--- config.mk ---
export PLATFORM = sky130hd
export DESIGN_NAME = sic_div_cell
export DESIGN_NICKNAME = d
export VERILOG_FILES = /design/src/hw/rtl/sic_pkg.sv /design/src/hw/rtl/sic_div_cell.sv
export SDC_FILE = /design/constraint.sdc
export NUM_CORES = 1
export LEC_CHECK = 0
export ABC_AREA = 1
export BUFFER_PORTS_ARGS = -buffer_cell sky130_fd_sc_hd__buf_4
export CAP_MARGIN = 10
export CORE_AREA = 2 2 255 257
export CTS_CLUSTER_SIZE = 8
export DETAILED_ROUTE_END_ITERATION = 6
export DIE_AREA = 0 0 257 259
export PLACE_DENSITY = 0.65
export SLEW_MARGIN = 20
export SYNTH_ARGS = -nofsm -noshare
export SYNTH_HDL_FRONTEND = slang
export SYNTH_SLANG_ARGS = --single-unit
--- constraint.sdc ---
create_clock -name clk -period 1 [get_ports clk]
set_clock_uncertainty 0.1 [all_clocks]
set_input_delay 0.3 -clock clk [delete_from_list [all_inputs] [get_ports clk]]
set_output_delay 0.3 -clock clk [all_outputs]
set_load 0.05 [all_outputs]
--- src/hw/rtl/sic_pkg.sv ---
// Shared types and widths for the segment intersection core.
// Holds the request and result structs and the divider cell record.
// Depends on nothing.
package sic_pkg;

    localparam int CW   = 16;
    localparam int DW   = CW + 1;
    localparam int PW   = 2 * CW;
    localparam int CRW  = 2 * CW + 1;
    localparam int DENW = 2 * CW + 3;
    localparam int NW   = 3 * CW + 3;
    localparam int QW   = CW + 1;
    localparam int SW   = QW + 1;
    localparam int RW   = DENW + QW;

    typedef struct packed {
        logic signed [CW-1:0] a_start_x;
        logic signed [CW-1:0] a_start_y;
        logic signed [CW-1:0] a_end_x;
        logic signed [CW-1:0] a_end_y;
        logic signed [CW-1:0] b_start_x;
        logic signed [CW-1:0] b_start_y;
        logic signed [CW-1:0] b_end_x;
        logic signed [CW-1:0] b_end_y;
    } seg_t;

    typedef struct packed {
        logic                 hit;
        logic signed [CW-1:0] cross_x;
        logic signed [CW-1:0] cross_y;
    } res_t;

    typedef struct packed {
        logic [RW-1:0] rx;
        logic [RW-1:0] ry;
        logic [RW-1:0] dsh;
        logic [QW-1:0] qx;
        logic [QW-1:0] qy;
        logic          negx;
        logic          negy;
        logic          ovx;
        logic          ovy;
        logic          dz;
        seg_t          seg;
    } div_t;

endpackage

--- src/hw/rtl/sic_div_cell.sv ---
// One cell of the quotient chain: one restoring step for both x and y.
// Depends on sic_pkg.
module sic_div_cell (
    input  logic          clk,
    input  logic          rst_n,
    input  logic          adv,
    input  logic          valid,
    input  sic_pkg::div_t d,
    output logic          q_valid,
    output sic_pkg::div_t q
);
    import sic_pkg::*;

    logic valid_reg;
    div_t data_reg;
    div_t data_next;
    logic ge_x;
    logic ge_y;

    always_comb
    begin
        ge_x = d.rx >= d.dsh;
        ge_y = d.ry >= d.dsh;
        data_next = d;
        data_next.rx = ge_x ? d.rx - d.dsh : d.rx;
        data_next.ry = ge_y ? d.ry - d.dsh : d.ry;
        data_next.qx = {d.qx[QW-2:0], ge_x};
        data_next.qy = {d.qy[QW-2:0], ge_y};
        data_next.dsh = d.dsh >> 1;
    end

    always_ff @(posedge clk or negedge rst_n)
    begin
        if (!rst_n)
        begin
            valid_reg <= 1'b0;
        end
        else if (adv)
        begin
            valid_reg <= valid;
        end
    end

    always_ff @(posedge clk)
    begin
        if (adv)
        begin
            data_reg <= data_next;
        end
    end

    assign q_valid = valid_reg;
    assign q = data_reg;

endmodule

Yosys cells after proc, flatten, opt, wreduce, memory -nomap -nowiden
Index checks and enable logic that the tools add are counted.
Widths: inputs -> output; s select.

word-level totals
  ROM bits = 0
  bits in writable memories = 0
  flip-flop bits (word level) = 323
  output and inout port bits = 324
  word-level logic and storage cells = 25
  memories = 0
  latch bits = 0
  bits of input ports = 327

cells by class
  eq/ne operators = 0
  add/subtract/negate cells = 2
  bitwise logic cells = 0
  shift-type cells = 0
  divide/modulo/power cells = 0
  multipliers = 0
  muxes and demuxes = 2
  $lt $le $gt $ge = 2
  reductions and logical operators = 0

operator list
  operator        number
  $ge 52x52->1    2
  $mux 52         2
  $sub 52x52->52  2

Logic depth before layout (Yosys ltp)
Gate-level depths: netlist of the first run.

  word-level depth = 2
  gate-level depth with buffers = 16
  mapped depth without buffers = 16

Least setup slack after synthesis of the first run
No wires, ideal clock.

  path type = in2reg
  from = input port d[271] (netlist name)
  to = register data_reg, in the netlist q[272] (data pin)
  path buffers = 1
  stages = 11
  required time = 646 ps
  arrival = 1929 ps
  library setup time = 254 ps
  slack = -1283 ps
  cells stage by stage = inv_1 > ha_1 > fa_1 > nor2_1 > or2_1 > nand3_1 > nand3b_1 > nand2_2 > nand3_4 > buf_6 > o21ai_2

RTL lines
  element               RTL line            source
  start, declared       sic_div_cell.sv:8   input sic_pkg::div_t d,
  end signal, assigned  sic_div_cell.sv:48  data_reg <= data_next;
  end, declared         sic_div_cell.sv:15  div_t data_reg;

==> metrics.sh, run 1 <==
CRIT_TYPE='in2reg'
GRT_OVERFLOW_TOTAL=0
SYNTH_FP_NETS=3100
FINAL_COMMON_CELL='nand2_1'
DETAILEDROUTE.FIRSTPASSITERATIONCOUNT=5
WORST_IR_DROP_VDD_mV=1.22
AVGVIACOUNTPERCELL=4.68
END_KIND='flip-flop'
POSTSYNTHCELLCOUNT=2667
SYNTH-SEQ-AREA-SHARE_PCT=46.4
CORE_SQ_UM=63900
PLACEMENT_ROWS=93
FIRST_GLOBAL_VIAS=23500
FINAL_MIN_PERIOD_OVER_CLOCK_PERIOD_PCT=203
DIE-WIDTH_UM=257
HOLD-PATH-CELL-COUNT=3
DR_TOTAL_VIAS=23200
POST_PLACEMENT_CELL_COUNT=4545
FF2FF_SETUP_SLACK_NS=0.12
GRT_FIRST_PASS_WIRELENGTH_UM=145000
CTSROOTBUFFERMASTER='clkbuf_16'
LAYOUT.CELLS.MOST_COMMON_LIST='862 x nand2_1, 713 x buf_4, 529 x inv_1'
RR_ENDPOINT='q_valid'
TIMING.FINAL.HOLD_VIOLATIONS=0
GRT_MAX_DEGREE=31
LAYOUT_MIN_CYCLE_TIME_NS=2.03
HOLD_CLASS='in2reg'
NUMBER_OF_WARNINGS_PRINTED_DURING_YOSYS_SYNTHESIS=0
FIN_HOLD_WS_NS=0.0205
FINALSETUPVIOLCOUNT=429
AREA_OF_THE_MAPPED_NETLIST_SQ_UM=20900
PLACE_CONGESTION=0.943
CLOCK_TREE_FROM_TRITONCTS='yes'
WORST_SETUP_PATH_START_KIND='input pin'
FINAL_ANTENNA_NET_COUNT=0
DIE_AREA_SQ_UM=66600
REGTOREGSTARTPOINT='q_valid'
YOSYSUNIQUECELLTYPES=44
NUMPORTBUFFERS=647
CP.ARRIVAL_NS=2.37
CLOCK_TREE.HTREE_LEVEL_COUNT=2
CLOCK_SINKS=323
MAX-CAP-VIOLATIONS=0
CTS_BUFFERS=48
POSTSYNTHAREAPERCELL_SQ_UM=7.83
FINAL_MAX_SLEW_VIOL_COUNT=0
GRT_USAGE_PCT=29.6
WHS_ENDPOINT='q[296]'
SYNTH_FLOP_CELL='edfxtp_1'
STARTING_DENSITY_OF_THE_CORE_PCT=32.7
P_PER_AREA_nW_PER_UM2=1440
DRT-INITIAL-DRC-COUNT=1514
DP_HPWL_UM=79800
AREA_DELTA_SYNTH_FINAL_PCT=81.5
CLK_TRANSITION_REPORTED_PATHS_NS=0.05
ANTENNA_FOUND_INITIAL=3
FINAL_NETS=4516
SYNTH_ENABLE_FLOP_CELLS=322
TOTAL_LEAKAGE_POWER_nW=18.7
FAILING_CHECKS='setup timing'
FINAL-INSTANCE-COUNT-EXCL-FILL=4960
TOTALWIRELENGTH_UM=104000
FF2FF_PATH_DEPTH=1
CRITICAL_PATH.MAX_FANOUT=7
SETUP_REPAIR_AFTER_GLOBAL_ROUTING_MISSED_ITS_MARGIN='true'
AVG_WL_PER_CELL_UM=20.9
RUN_STATUS='finished, violations left'
SYNTH-SEQ-CELLS=323
WORSTSKEWPAIRLATENCY_NS=0.57
HOLD_START='d[296]'
HEIGHT_OF_THE_DIE_UM=259
CTS-ROOT-TO-SINK-BUFFERS=3
MAX_FREQ_GHz=0.493
IO_PINS=651
WORST_PATH_REQUIRED_NS=1.34
POST_LAYOUT_WORST_SETUP_MARGIN_NS=-1.03
DRT_DRC_VIOLATIONS_LEFT=0
SYNTH-ASYNC-RESET-RATIO_PCT=0.310
FINAL_LAYOUT_SIZE_SUFFIX_GT1_SHARE_PCT=38.1
[worst max-delay path by stage]
stage,from,to,depth (start not counted)
global route,d[195],q[315],15
global placement,d[185],q[236],13
CTS,d[178],q[231],18
detailed placement,d[185],q[236],13
floorplan,d[271],q[280],11
finish,d[195],q[321],15
[metrics by stage]
step	cell area (sq um)	setup TNS [ns]	total power [W]	worst slack [ns]	util [%]
CTS	36100	-290.21	0.0531	-0.976	56.5
finish	37900	-284.27	0.0548	-1.03	59.4
global route	37900	-301.87	0.0567	-1.11	59.4
global placement	30600	-231.20	0.0355	-1.68	47.9
floorplan	21500	-123.80	0.0275	-1.19	-
detailed placement	30600	-232.32	0.0356	-1.67	47.9
[routing by layer]
layer  routed length, um  up-vias  global-route usage [%]
met1               38900    11000                    33.3
met3                5260      211                    3.94
met4                5530        4                    12.8
met5                  27        -                       0
li1                    -    11200                       -
met2               53800      842                    55.6
[flip-flops by register name, summed over array words and instances, names as in the netlist]
signal	flops
q	322
q_valid	1
[layout make-up]
cell class	count	area (sq um)
fillers	5410	26000
repair buffers	1395	13100
multi-input cells	1722	10400
flip-flops and latches	323	9690
inverters	593	2320
clock buffers	63	1260
well taps	855	1070
clock inverters	8	118
diodes	1	2.50
[worst max-delay path, cell delays in order]
cell        delay [ns]
buf_8             0.08
clkinvlp_4        0.19
ha_4              0.36
nand2_4           0.06
nor2_4            0.11
inv_2             0.05
nor3_4            0.26
nand2_2           0.10
nor2_2            0.12
nand2_2           0.08
nand3_4           0.12
buf_12            0.17
buf_12            0.17
nand3_2           0.10
nand2_2           0.08
[repair_timing]
item | in CTS | in global routing
gates cloned | 6 | 3
buffers inserted | 22 | 17
hold buffers | 296 | 1
gates resized for setup | 179 | 464
hold endpoints to repair | 299 | 1
setup endpoints to repair | 429 | 433
pin swaps | 32 | 57
[power by group]
group	switching (W)	internal (W)	total, W
Clock	0.00632	0.00922	0.0155
Combinational	0.0127	0.00898	0.0217
Sequential	0.000864	0.0166	0.0175
[Yosys cell counts, types with 5 or more instances]
cell | number | area [sq um]
nand2_1 | 977 | 3670
inv_1 | 572 | 2150
edfxtp_1 | 322 | 9670
nor2_1 | 156 | 586
nand3_1 | 109 | 546
ha_1 | 104 | 1300
nand4_1 | 66 | 413
a21oi_1 | 57 | 285
xor2_1 | 54 | 473
o21ai_1 | 39 | 195
nand3b_1 | 29 | 218
nand2_2 | 28 | 175
inv_2 | 19 | 71.3
o21ai_2 | 17 | 149
nor2_2 | 12 | 75.1
clkbuf_1 | 10 | 37.5
o21bai_1 | 10 | 75.1
o21ai_0 | 9 | 45.0
buf_6 | 8 | 90.1
nor3_1 | 8 | 40.0
and2_1 | 6 | 37.5
buf_4 | 6 | 45.0
nor2_4 | 6 | 67.6
nand3_2 | 5 | 50.1
[kinds of logic after synthesis]
family / share of synthesized area, %
compound gates: 3.92
xor+xnor: 2.35
fa+ha+maj: 6.42
buf+inv: 11.6
flops: 46.4
mux: 0.0539
other cells: 0.0179
simple gates: 29.2
(Power assumes the default switching activity.)
==> run 2: changes to the inputs <==
BUFFER_PORTS_ARGS = not set   (was -buffer_cell sky130_fd_sc_hd__buf_4)
CAP_MARGIN = not set   (was 10)
CORE_AREA = 2 2 256 258   (was 2 2 255 257)
DIE_AREA = 0 0 258 260   (was 0 0 257 259)
DONT_BUFFER_PORTS = 1   (was not set)
PLACE_DENSITY = 0.56   (was 0.65)
==> metrics.sh, run 2 (synthesis results as in run 1) <==
CRITICAL_PATH.MAX_FANOUT=17  # +10
HEIGHT_OF_THE_DIE_UM=260  # +0.39%
FINALSETUPVIOLCOUNT=477  # +11%
HOLD_START='adv'
GRT_MAX_DEGREE=324  # +950%
REGTOREGSTARTPOINT='q_valid'
PLACE_CONGESTION=0.969  # +2.8%
GRT_USAGE_PCT=29.1  # -0.46 points
MAX_FREQ_GHz=0.526  # +6.7%
FINAL_COMMON_CELL='nand2_1'
AVGVIACOUNTPERCELL=4.76  # +1.7%
FINAL_NETS=4184  # -7.4%
MULTI_INPUT_AREA_SQ_UM=10700  # +3.5%
CTSHOLDBUFFERS=324  # +9.5%
IO_PINS=651  # unchanged
WHS_ENDPOINT='q[111]'
CTS_BUFFERS=47  # -2.1%
FIRST_GLOBAL_VIAS=21600  # -7.9%
AVG_WL_PER_CELL_UM=22.3  # +6.8%
FILL_CELLS=5325  # -1.6%
PLACEMENT_ROWS=93  # unchanged
LARGEST_REGISTER_FFS=322  # unchanged
CTS-ROOT-TO-SINK-BUFFERS=3  # unchanged
TIMING.MAX_SLEW.REL_SLACK_PCT=14.9
GRT_FIRST_PASS_WIRELENGTH_UM=142000  # -2.4%
DRT_DRC_VIOLATIONS_LEFT=0  # unchanged
WORST_IR_DROP_VDD_mV=1.20  # -1.9%
TOTALWIRELENGTH_UM=103000  # -0.50%
CLOCK_SINKS=323  # unchanged
STARTING_DENSITY_OF_THE_CORE_PCT=32.6  # -0.12 points
FF2FF_SETUP_SLACK_NS=0.09  # -0.03 ns
WORST_PATH_REQUIRED_NS=1.26  # -0.08 ns
CP.ARRIVAL_NS=2.17  # -0.20 ns
CLOCK_TREE_FROM_TRITONCTS='yes'
DIE_AREA_SQ_UM=67100  # +0.78%
DRT-INITIAL-DRC-COUNT=1436  # -5.2%
FIN_HOLD_WS_NS=-0.241  # -0.262 ns
LAYOUT.CELLS.MOST_COMMON_LIST='852 x nand2_1, 532 x inv_1, 380 x buf_4'
FINAL_CORE_UTILIZATION_PCT=59.8  # +0.44 points
CLK_TRANSITION_REPORTED_PATHS_NS=0.05  # about the same
GRT_OVERFLOW_TOTAL=0  # unchanged
MAX-CAP-VIOLATIONS=0  # unchanged
CRITICAL_PATH.MAX_STAGE_DELAY_NS=0.35  # about the same
WORST_SETUP_PATH_START_KIND='input pin'
RUN_STATUS='finished, violations left'
CTSROOTBUFFERMASTER='clkbuf_16'
FINAL_MIN_PERIOD_OVER_CLOCK_PERIOD_PCT=190  # -13 points
LAYOUT.AREA.SEQ_SQ_UM=9690  # unchanged
FINAL_MAX_SLEW_VIOL_COUNT=0  # unchanged
HOLD-PATH-CELL-COUNT=0  # -3
AREA_DELTA_SYNTH_FINAL_PCT=83.5
DP_HPWL_UM=79500  # -0.42%
DR_TOTAL_VIAS=22000  # -5.3%
TOTAL_LEAKAGE_POWER_nW=18.0  # -3.5%
FINAL.SETUP.TNS_NS=-280.03  # +4.24 ns
FAILING_CHECKS='hold timing, setup timing'
LAYOUT_MIN_CYCLE_TIME_NS=1.90  # -0.127 ns
CRIT_SLOWEST_CELL='nor4_4'
FINAL-INSTANCE-COUNT-EXCL-FILL=4620  # -6.9%
NUMPORTBUFFERS=0  # -100%
FF2FF_PATH_DEPTH=1  # unchanged
SETUP_REPAIR_AFTER_GLOBAL_ROUTING_MISSED_ITS_MARGIN='true'
CLOCK_TREE.HTREE_LEVEL_COUNT=2  # unchanged
HOLD_CLASS='in2reg'
WORSTSKEWPAIRLATENCY_NS=0.59  # +0.02 ns
CORE_SQ_UM=64100  # +0.36%
PLACE_WS_NS=-1.57  # +0.103 ns
RR_ENDPOINT='q_valid'
DETAILEDROUTE.FIRSTPASSITERATIONCOUNT=5  # unchanged
POST_PLACEMENT_CELL_COUNT=4198  # -7.6%
ANTENNA_FOUND_INITIAL=9  # +6
FINAL_ANTENNA_NET_COUNT=0  # unchanged
END_KIND='flip-flop'
CRIT_TYPE='in2reg'
TIMING.CRITICAL_PATH.CELLS='clkinvlp_4 > ha_4 > nand2_4 > nor2_4 > nand2_2 > nor4_4 > nand4_4 > nand3_4 > buf_12 > clkbuf_16 > o21ai_2'
POST_LAYOUT_WORST_SETUP_MARGIN_NS=-0.903  # +0.127 ns
TIMING.FINAL.HOLD_VIOLATIONS=21  # +21
FINAL_LAYOUT_SIZE_SUFFIX_GT1_SHARE_PCT=33.4  # -4.7 points
P_PER_AREA_nW_PER_UM2=1440  # -0.19%
TIGHTESTPINTRANSITION_NS=1.28
DIE-WIDTH_UM=258  # +0.39%
## run 2: metal layers
layer  GRT usage [%]  vias up  routed length [um]
met5               0        -                   0
met4            10.8        0                4270
met3            4.66      180                6000
met2            53.9      887               53400
met1            33.7    10400               39400
li1                -    10500                   -
## run 2: how the worst max path moves through the flow
stage / from / end / slack (ns) / depth (start not counted)
detailed placement: d[206] / q[258] / -1.57 / 15
global route: d[175] / q[286] / -0.95 / 12
global placement: d[206] / q[258] / -1.60 / 15
floorplan: d[271] / q[280] / -1.19 / 11
CTS: d[212] / q[265] / -0.88 / 14
finish: d[176] / q[274] / -0.90 / 11
## run 2: worst max-delay path, delay by kind of cell
kind	cells	cell delay, ns
buffers and inverters	3	0.52
adder cells (fa/ha/maj)	1	0.33
AND/OR/NAND/NOR	6	0.92
AO/OA/AOI/OAI	1	0.07
## run 2: area by class of cell
class                   count  area share, %
clock buffers              54           3.19
inverters                 593           6.10
diodes                      4         0.0261
multi-input cells        1722           27.9
flip-flops and latches    323           25.3
repair buffers           1064           34.5
clock inverters             5          0.153
well taps                 855           2.79
## run 2: what timing repair did
item | 4_1_cts | 5_1_grt
endpoints found under the setup margin | 429 | 429
gates resized for setup | 55 | 307
hold endpoints to repair | 644 | 249
setup buffers | 2 | 21
pin swaps | 5 | 85
cloned | 1 | 11
## run 2: report_power, final
| group | switching (W) | internal [W] | total [W] |
|---|---|---|---|
| Combinational | 0.0120 | 0.0106 | 0.0226 |
| Clock | 0.00616 | 0.00852 | 0.0147 |
| Sequential | 0.00128 | 0.0167 | 0.0180 |
## run 2: stage by stage
| stage | hold WS [ns] | total power, W | area, sq um |
|---|---|---|---|
| detailed placement | -0.0955 | 0.0379 | 31800 |
| CTS | -0.271 | 0.0541 | 36600 |
| global placement | -0.0956 | 0.0378 | 31800 |
| finish | -0.241 | 0.0553 | 38400 |
| global route | -0.279 | 0.0572 | 38300 |
| floorplan | -0.0956 | 0.0275 | 21500 |
==> run 3: changes to the inputs <==
CELL_PAD_IN_SITES_DETAIL_PLACEMENT = 1   (was not set)
CELL_PAD_IN_SITES_GLOBAL_PLACEMENT = 2   (was not set)
CORE_AREA = 2 2 252 254   (was 2 2 256 258)
DIE_AREA = 0 0 254 256   (was 0 0 258 260)
PLACE_DENSITY = 0.86   (was 0.56)
SKIP_LAST_GASP = 1   (was not set)
==> metrics.sh, run 3 (synthesis results as in run 1) <==
END_KIND='flip-flop'
CP.ARRIVAL_NS=3.06  # +0.89 ns
CLOCK_SINKS=323  # unchanged
DP_HPWL_UM=89400  # +12%
MAX_FREQ_GHz=0.365  # -31%
DIE-WIDTH_UM=254  # -1.6%
GRT_OVERFLOW_TOTAL=0  # unchanged
HOLD_CLASS='in2reg'
LAYOUT_MIN_CYCLE_TIME_NS=2.74  # +0.835 ns
IO_PINS=651  # unchanged
CORE_SQ_UM=62400  # -2.7%
WORST_PATH_REQUIRED_NS=1.32  # +0.06 ns
ANTENNA_FOUND_INITIAL=27  # +18
FINAL_COMMON_CELL='nand2_1'
FINALSETUPVIOLCOUNT=429  # -10%
GRT_FIRST_PASS_WIRELENGTH_UM=194000  # +37%
DRT_DRC_VIOLATIONS_LEFT=0  # unchanged
AREA_DELTA_SYNTH_FINAL_PCT=87.0
TOTAL_LEAKAGE_POWER_nW=18.3  # +1.6%
HEIGHT_OF_THE_DIE_UM=256  # -1.5%
FINAL_NETS=4222  # +0.91%
TOTAL_CHIP_POWER_W=0.0602  # +9.0%
PLACE_CONGESTION=1.07  # +9.9%
CLK_TRANSITION_REPORTED_PATHS_NS=0.07  # +0.02 ns
POST_LAYOUT_WORST_SETUP_MARGIN_NS=-1.74  # -0.835 ns
FILL_CELLS=6922  # +30%
FINAL_CORE_UTILIZATION_PCT=62.6  # +2.8 points
TIGHTESTPINTRANSITION_NS=0.922  # -0.354 ns
GRT_USAGE_PCT=41.5  # +12 points
CRIT_TYPE='in2reg'
RUN_STATUS='finished, violations left'
FINAL_LAYOUT_SIZE_SUFFIX_GT1_SHARE_PCT=34.6  # +1.2 points
CTSHOLDBUFFERS=321  # -0.93%
LAYOUT.CELLS.MOST_COMMON_LIST='842 x nand2_1, 529 x inv_1, 408 x buf_4'
DETAILEDROUTE.FIRSTPASSITERATIONCOUNT=7  # +2
TOTALWIRELENGTH_UM=161000  # +56%
PLACEMENT_ROWS=92  # -1.1%
CTS-ROOT-TO-SINK-BUFFERS=3  # unchanged
DR_TOTAL_VIAS=27500  # +25%
FAILING_CHECKS='hold timing, setup timing'
FIRST_GLOBAL_VIAS=27600  # +28%
CLOCK_TREE.HTREE_LEVEL_COUNT=2  # unchanged
AVG_WL_PER_CELL_UM=34.5  # +54%
TIMING.FINAL.HOLD_VIOLATIONS=30  # +43%
TIMING.MAX_SLEW.REL_SLACK_PCT=38.5  # +24 points
MAX-CAP-VIOLATIONS=0  # unchanged
LARGEST_REGISTER_FFS=322  # unchanged
FIN_HOLD_WS_NS=-0.270  # -0.0285 ns
CTS_BUFFERS=47  # unchanged
AVGVIACOUNTPERCELL=5.88  # +24%
FINAL_ANTENNA_NET_COUNT=0  # unchanged
DRT-INITIAL-DRC-COUNT=2970  # +110%
CTSROOTBUFFERMASTER='clkbuf_16'
CRITICAL_PATH.MAX_FANOUT=8  # -9
FINAL_MAX_SLEW_VIOL_COUNT=0  # unchanged
FINAL.SETUP.TNS_NS=-367.40  # -87.38 ns
STARTING_DENSITY_OF_THE_CORE_PCT=33.5  # +0.90 points
FINAL_MIN_PERIOD_OVER_CLOCK_PERIOD_PCT=274  # +84 points
WORST_IR_DROP_VDD_mV=1.25  # +4.4%
WORST_SETUP_PATH_START_KIND='input pin'
CLOCK_TREE_FROM_TRITONCTS='yes'
GRT_MAX_DEGREE=324  # unchanged
P_PER_AREA_nW_PER_UM2=1540  # +7.0%
WORSTSKEWPAIRLATENCY_NS=0.60  # about the same
SETUP_REPAIR_AFTER_GLOBAL_ROUTING_MISSED_ITS_MARGIN='true'
DIE_AREA_SQ_UM=65000  # -3.1%
NUMPORTBUFFERS=0  # unchanged
-- run 3: per-stage QoR --
stage          instance area [sq um]  setup slack [ns]  cells
2_1_floorplan                  21500             -1.19   2667
3_3_place_gp                   31900             -1.68   4197
3_5_place_dp                   31900             -1.76   4197
4_1_cts                        37400             -1.01   4621
5_1_grt                        39100             -1.69   4661
6_report                       39100             -1.74   4670
-- run 3: report_power, final --
part	total, W	switching (W)	internal (W)
Sequential	0.0183	0.00165	0.0167
Combinational	0.0260	0.0149	0.0110
Clock	0.0159	0.00737	0.00857
-- run 3: area by class of cell --
type | count | area, sq um | area share (%)
timing repair buffer | 1101 | 13600 | 34.9
multi-input combinational | 1723 | 11000 | 28.1
sequential | 323 | 9690 | 24.8
inverter | 593 | 2350 | 6.02
clock buffer | 60 | 1220 | 3.13
tap | 846 | 1060 | 2.71
clock inverter | 7 | 93.8 | 0.240
antenna | 17 | 42.5 | 0.109
-- run 3: worst paths after layout --
path                          from      end  slack, ns  cells past startpoint
min in group asynchronous    rst_n  q_valid       0.36                      2
setup / recovery            d[176]   q[220]      -1.74                     13
setup reg to reg           q_valid  q_valid       0.05                      1
max in group asynchronous    rst_n  q_valid       0.33                      2
hold / removal                 adv   q[122]      -0.27                      0
hold reg to reg            q_valid  q_valid       0.56                      1
-- run 3: critical path: stages --
cell and delay, ns:
clkinvlp_4 0.27, ha_4 0.41, buf_6 0.10, nand2_4 0.05, nor2_4 0.11, nand2_2 0.13
nor4_4 0.66, nand4_4 0.25, nand3_4 0.17, buf_12 0.15, buf_12 0.17, nand2_4 0.07
o21ai_4 0.18
-- run 3: what timing repair did --
| item | 4_1_cts | 5_1_grt |
|---|---|---|
| hold endpoints to repair | 642 | 149 |
| gates cloned | 7 | 10 |
| setup buffers | 30 | 26 |
| endpoints found under the setup margin | 429 | 429 |
| resized for setup | 92 | 317 |
| pin swaps | 27 | 74 |
-- run 3: per-layer routing --
metal | GRT usage (%) | wire length (um)
met3 | 11.6 | 18400
met1 | 42.7 | 50600
met4 | 34.6 | 20200
met5 | 0 | 230
met2 | 69.8 | 71600
